### config.mk
export PLATFORM = sky130hd
export DESIGN_NAME = tcc_ctrl
export DESIGN_NICKNAME = d
export VERILOG_FILES = /design/src/rtl/core/tcc_pkg.sv /design/src/rtl/core/tcc_ctrl.sv
export SDC_FILE = /design/constraint.sdc
export NUM_CORES = 1
export LEC_CHECK = 0
export CORE_AREA = 2 2 39 41
export CTS_CLUSTER_DIAMETER = 150
export DETAILED_ROUTE_END_ITERATION = 7
export DIE_AREA = 0 0 41 43
export DONT_BUFFER_PORTS = 1
export PLACE_DENSITY = 0.47
export SLEW_MARGIN = 15
export SYNTH_ARGS = -nofsm -noshare
export SYNTH_HDL_FRONTEND = slang
export SYNTH_SLANG_ARGS = --single-unit
### constraint.sdc
create_clock -name clk -period 1.79 [get_ports clk]
set_clock_uncertainty 0.1 [all_clocks]
set_input_delay 0.358 -clock clk [delete_from_list [all_inputs] [get_ports clk]]
set_output_delay 0.358 -clock clk [all_outputs]
set_load 0.02 [all_outputs]
### src/rtl/core/tcc_pkg.sv
// Shared types and constants of the text console block.
// Holds command and status structs between controller and datapath.
// No dependencies.
package tcc_pkg;

    // Input command codes
    localparam logic [1:0] CMD_PUT_CHAR   = 2'd0;
    localparam logic [1:0] CMD_SET_CURSOR = 2'd1;
    localparam logic [1:0] CMD_READ_CELL  = 2'd2;

    // Configuration register indexes
    localparam logic [1:0] CFG_COLUMNS       = 2'd0;
    localparam logic [1:0] CFG_SCROLL_TOP    = 2'd1;
    localparam logic [1:0] CFG_SCROLL_BOTTOM = 2'd2;

    localparam logic [6:0] COLUMNS_RESET       = 7'd40;
    localparam logic [4:0] SCROLL_TOP_RESET    = 5'd0;
    localparam logic [4:0] SCROLL_BOTTOM_RESET = 5'd23;

    // Character codes
    localparam logic [7:0] CH_BS      = 8'h08;
    localparam logic [7:0] CH_LF      = 8'h0A;
    localparam logic [7:0] CH_FF      = 8'h0C;
    localparam logic [7:0] CH_CR      = 8'h0D;
    localparam logic [7:0] CH_SPACE   = 8'h20;
    localparam logic [7:0] CH_TILDE   = 8'h7E;
    localparam logic [7:0] CH_DEL     = 8'h7F;
    localparam logic [7:0] CELL_RESET = 8'h00;

    typedef struct packed {
        logic capture;      // latch the accepted input transaction
        logic exec;         // apply the command to cursor and store
        logic start_copy;   // start moving region rows up
        logic start_blank;  // start blanking the region's last row
        logic start_fill;   // start filling the whole store
        logic fill_space;   // fill with spaces, else with the reset value
        logic cap_cell;     // latch read data for a read-cell command
        logic load_out;     // load the result register
    } tcc_cmd_t;

    typedef struct packed {
        logic busy;         // a sweep or its last copy write is in flight
        logic has_copy;     // region spans more than one row
        logic need_scroll;
        logic need_fill;
        logic need_read;
    } tcc_status_t;

endpackage

### src/rtl/core/tcc_ctrl.sv
// Controller of the text console: sequences each command and the memory sweeps.
// Depends on tcc_pkg.
module tcc_ctrl
    import tcc_pkg::*;
(
    input  logic        clk,
    input  logic        rst_n,
    input  logic        in_valid,
    output logic        in_stall,
    output logic        out_valid,
    input  logic        out_stall,
    input  tcc_status_t status,
    output tcc_cmd_t    cmd
);

    localparam logic [2:0] ST_INIT      = 3'd0;
    localparam logic [2:0] ST_INIT_WAIT = 3'd1;
    localparam logic [2:0] ST_IDLE      = 3'd2;
    localparam logic [2:0] ST_EXEC      = 3'd3;
    localparam logic [2:0] ST_COPY      = 3'd4;
    localparam logic [2:0] ST_SWEEP     = 3'd5;
    localparam logic [2:0] ST_READ      = 3'd6;
    localparam logic [2:0] ST_DONE      = 3'd7;

    logic [2:0] state_reg, state_next;
    logic       out_valid_reg, out_valid_next;
    logic       out_free;

    assign in_stall  = (state_reg != ST_IDLE);
    assign out_valid = out_valid_reg;
    assign out_free  = !out_valid_reg || !out_stall;

    always_comb
    begin
        state_next     = state_reg;
        out_valid_next = out_valid_reg & out_stall;
        cmd            = '0;
        unique case (state_reg)
            ST_INIT:
            begin
                cmd.start_fill = 1'b1;
                state_next     = ST_INIT_WAIT;
            end
            ST_INIT_WAIT:
            begin
                if (!status.busy)
                begin
                    state_next = ST_IDLE;
                end
            end
            ST_IDLE:
            begin
                if (in_valid)
                begin
                    cmd.capture = 1'b1;
                    state_next  = ST_EXEC;
                end
            end
            ST_EXEC:
            begin
                cmd.exec = 1'b1;
                priority if (status.need_fill)
                begin
                    cmd.start_fill = 1'b1;
                    cmd.fill_space = 1'b1;
                    state_next     = ST_SWEEP;
                end
                else if (status.need_scroll && status.has_copy)
                begin
                    cmd.start_copy = 1'b1;
                    state_next     = ST_COPY;
                end
                else if (status.need_scroll)
                begin
                    cmd.start_blank = 1'b1;
                    state_next      = ST_SWEEP;
                end
                else if (status.need_read)
                begin
                    state_next = ST_READ;
                end
                else
                begin
                    state_next = ST_DONE;
                end
            end
            ST_COPY:
            begin
                if (!status.busy)
                begin
                    cmd.start_blank = 1'b1;
                    state_next      = ST_SWEEP;
                end
            end
            ST_SWEEP:
            begin
                if (!status.busy)
                begin
                    state_next = ST_DONE;
                end
            end
            ST_READ:
            begin
                cmd.cap_cell = 1'b1;
                state_next   = ST_DONE;
            end
            ST_DONE:
            begin
                if (out_free)
                begin
                    cmd.load_out   = 1'b1;
                    out_valid_next = 1'b1;
                    state_next     = ST_IDLE;
                end
            end
        endcase
    end

    always_ff @(posedge clk or negedge rst_n)
    begin
        if (!rst_n)
        begin
            state_reg     <= ST_INIT;
            out_valid_reg <= 1'b0;
        end
        else
        begin
            state_reg     <= state_next;
            out_valid_reg <= out_valid_next;
        end
    end

endmodule

==> Yosys cells after proc, flatten, opt, wreduce, memory -nomap -nowiden <==
Cells that the tools add are included.
{ "totals": {"reg_bits": 4, "latchBits": 0, "ram_bits": 0, "romBits": 0, "inputBits": 9, "mem_count": 0} }
{ "classes": {"add_sub_neg": 0, "multipliers": 0, "div_mod_pow": 0, "n_lt_le_gt_ge": 0, "n_eq_ne": 13, "n_shift": 0, "n_mux": 27, "n_bitwise": 1, "n_reduce_logical": 6} }
{ "ops": {"columns": ["cell", "count"], "rows": [
  ["$mux 3", 8],
  ["$pmux 3 s8", 1],
  ["$mux 1", 13],
  ["$eq 3x3->1 const B", 4],
  ["$ne 2x2->1 const B", 5],
  ["$eq 3x2->1 const B", 2],
  ["$mux 2", 3],
  ["$reduce_and 5->1", 1],
  ["$pmux 1 s2", 2],
  ["$eq 3x1->1 const B", 1],
  ["$logic_not 3->1", 1],
  ["$ne 3x2->1 const B", 1],
  ["$logic_not 1->1", 2],
  ["$and 1x1->1", 1],
  ["$logic_and 1x1->1", 1],
  ["$logic_or 1x1->1", 1]
]} }

==> Logic depth before layout (Yosys ltp) <==
{ "depth": {"word_depth": 5, "mapped_depth": 5} }

==> Worst setup path after synthesis <==
OpenSTA, ideal clock, no wires.
{ "synth_timing": {"kind": "register to output", "startpoint": "reg state_reg[2]", "endpoint": "out cmd[7] (netlist name)", "arrival_ns": 1.337, "slack_ns": -0.005, "stages_incl_launch_ff": 4, "path_buffers": 1, "cell_sequence": "dfrtp_1 -> buf_2 -> or3_1 -> nor2_1"} }
{ "synth_lines": {"columns": ["item", "line", "text"], "rows": [
  ["from (decl)", "tcc_ctrl.sv:25", "logic [2:0] state_reg, state_next;"],
  ["from (signal assigned)", "tcc_ctrl.sv:128", "state_reg <= state_next;"],
  ["to (decl)", "tcc_ctrl.sv:13", "output tcc_cmd_t cmd"]
]} }

==> reports/qor.yml <==
drv_slew: 0
yosys_register_bits: 4
dr_total_vias: 340
rsz0062_at_grt: "yes"
numCtsBuffers: 3
num_io_pins: 19
worst-path-max-fanout: 3
maxSlewHeadroom_pct: 82.1
reg2reg_setup_slack_ns: 0.19
critical_path_arrival_ns: 1.36
ys_types: 23
port_buffers: 0
antenna_left: 0
diodes: 0
period_share_pct: 101
p_seq_share_pct: 23.5
layout_common_cells: "buf_4, nand2_1"
synth_warnings: 0
viasPerCell: 4.86
dieArea_sq_um: 1760
p_switching_uw: 384
routed_wl_um: 769
cts_root_buf: "clkbuf_4"
sw_frac_of_total_pct: 45.6
antenna_found_initial: 0
p_int_uw: 457
clockBufferDepth: 2
clk_pin_slew_worst_paths_ns: 0.04
gr-total-overflow: 0
die_h_um: 43
cap_violations: 0
grt_pass1_wl_mm: 1.11
hpwlAfterDp_um: 583
syn2layout_area_growth_pct: 48.2
leakage_nw: 0.199
peakVddDrop_mv: 0.600
gp_congestion: 0.636
mostFrequentLayoutCell: "buf_4"
coreArea_sq_um: 1380
route.detailed.drc: 0
comb_power_share_pct: 63.5
worst_slew_pin_slew_ns: 0.269
crit_type: "register to output pin"
cts_tree: "built"
cp-start-kind: "register"
final_util_pct: 33.4
p_total_uw: 840
largest_register_ff_count: 3
setup_tns_ns: -0.0234
stdcell_area_sq_um: 462
synth_nets: 50
drtPass1Iterations: 4
grt_max_degree: 11
grt_util_all_layers_pct: 9.38
wl_per_cell_um: 11.0
setup_viol: 1
clkPwrFrac_pct: 13.0
insertion_delay_ns: 0.23
die_x_um: 41
start_util_pct: 22.5
setup.worst_path.end_class: "output pin"
status: "finished, violations left"
violations: "setup timing"
num_rows: 14
synth.cell_area_sq_um: 312
power_density_nw_per_um2: 1820
pre_cts_ws_ns: 0.159
synth_seq_area_share_pct: 32.1
drive_gt1_share_pct: 42.6
placed_area_sq_um: 383
clock.fmax_ghz: 0.551
clock_sinks: 4
layout_min_cycle_time_ns: 1.81
dr.first_iter.drc_count: 3
holdCritPathClass: "primary input to register"
htreeDepth: 1
setup_slack_ns: -0.0234
postSynthAreaPerCell_sq_um: 7.60
critPathRequiredTime_ns: 1.33
fin_nets: 65
final-hold-violation-count: 0
first_global_vias: 294
synth_cells: 41
power groups by stage:
stage / clock (mW) / combinational, mW / sequential, mW
floorplan: 0 / 0.343 / 0.175
global placement: 0 / 0.449 / 0.202
detailed placement: 0 / 0.444 / 0.203
CTS: 0.116 / 0.493 / 0.194
global route: 0.125 / 0.589 / 0.203
finish: 0.109 / 0.534 / 0.197
cell usage after synthesis:
master	n	area share, %
o21ai_1	1	1.6
dfrtp_1	4	32
or2_1	1	2.0
mux2i_1	1	3.2
inv_1	1	1.2
buf_6	1	3.6
and2_1	1	2.0
o211ai_1	2	4.8
inv_4	1	2.0
nor3_1	1	1.6
nor2b_1	1	2.0
a31oi_1	1	2.0
a21oi_1	5	8.0
nand3_1	3	4.8
or4b_1	1	3.2
or4_1	1	2.4
buf_2	2	3.2
nand2b_1	1	2.0
and3_1	1	2.0
nand2_1	4	4.8
nor2_1	4	4.8
or3_1	2	4.0
nor3b_1	1	2.4
final timing paths:
| path | from | endpoint | depth (start not counted) |
|---|---|---|---|
| hold / removal | out_stall | out_valid | 2 |
| setup / recovery | state_reg[0] | cmd[4] | 3 |
| min in group asynchronous | rst_n | state_reg[0] | 1 |
| setup reg to reg | state_reg[0] | state_reg[0] | 5 |
| hold reg to reg | out_valid | out_valid | 2 |
| max in group asynchronous | rst_n | state_reg[1] | 1 |
layer usage:
metal | global-route usage (%) | share of wire [%]
met1 | 10.1 | 42
met2 | 14.1 | 48
met3 | 4.19 | 9.5
met4 | 6.00 | 0
met5 | 0 | 0
per-stage QoR:
step | hold WS [ns] | instances
floorplan | -0.0376 | 41
global placement | -0.0375 | 63
detailed placement | -0.0375 | 63
CTS | 0.166 | 69
global route | 0.199 | 70
finish | 0.169 | 70
final cells by class:
type / count / area (sq um)
timing repair buffer: 13 / 104
sequential: 4 / 101
tap: 16 / 20.0
fill: 163 / 922
clock buffer: 3 / 22.5
multi-input combinational: 32 / 204
inverter: 2 / 10.0
cell families after synthesis:
| kind of cell | Yosys count | synth area share, % |
|---|---|---|
| simple gates | 22 | 38.2 |
| buf+inv | 5 | 10.0 |
| compound gates | 9 | 16.5 |
| mux | 1 | 3.21 |
| flops | 4 | 32.1 |
critical path: stages (launching register included):
cell and delay [ns]:
dfrtp_1 0.39, or4b_1 0.50, o21ai_1 0.09, buf_4 0.15
timing repair:
| action | in CTS | in global routing |
|---|---|---|
| endpoints found under the hold margin | 4 | 0 |
| gates resized for setup | 2 | 5 |
| buffers inserted | 2 | 1 |
| hold buffers | 1 | 0 |
| setup endpoints to repair | 2 | 5 |
| pin swaps | 1 | 2 |
No activity file was read; power rests on OpenSTA's default activity.
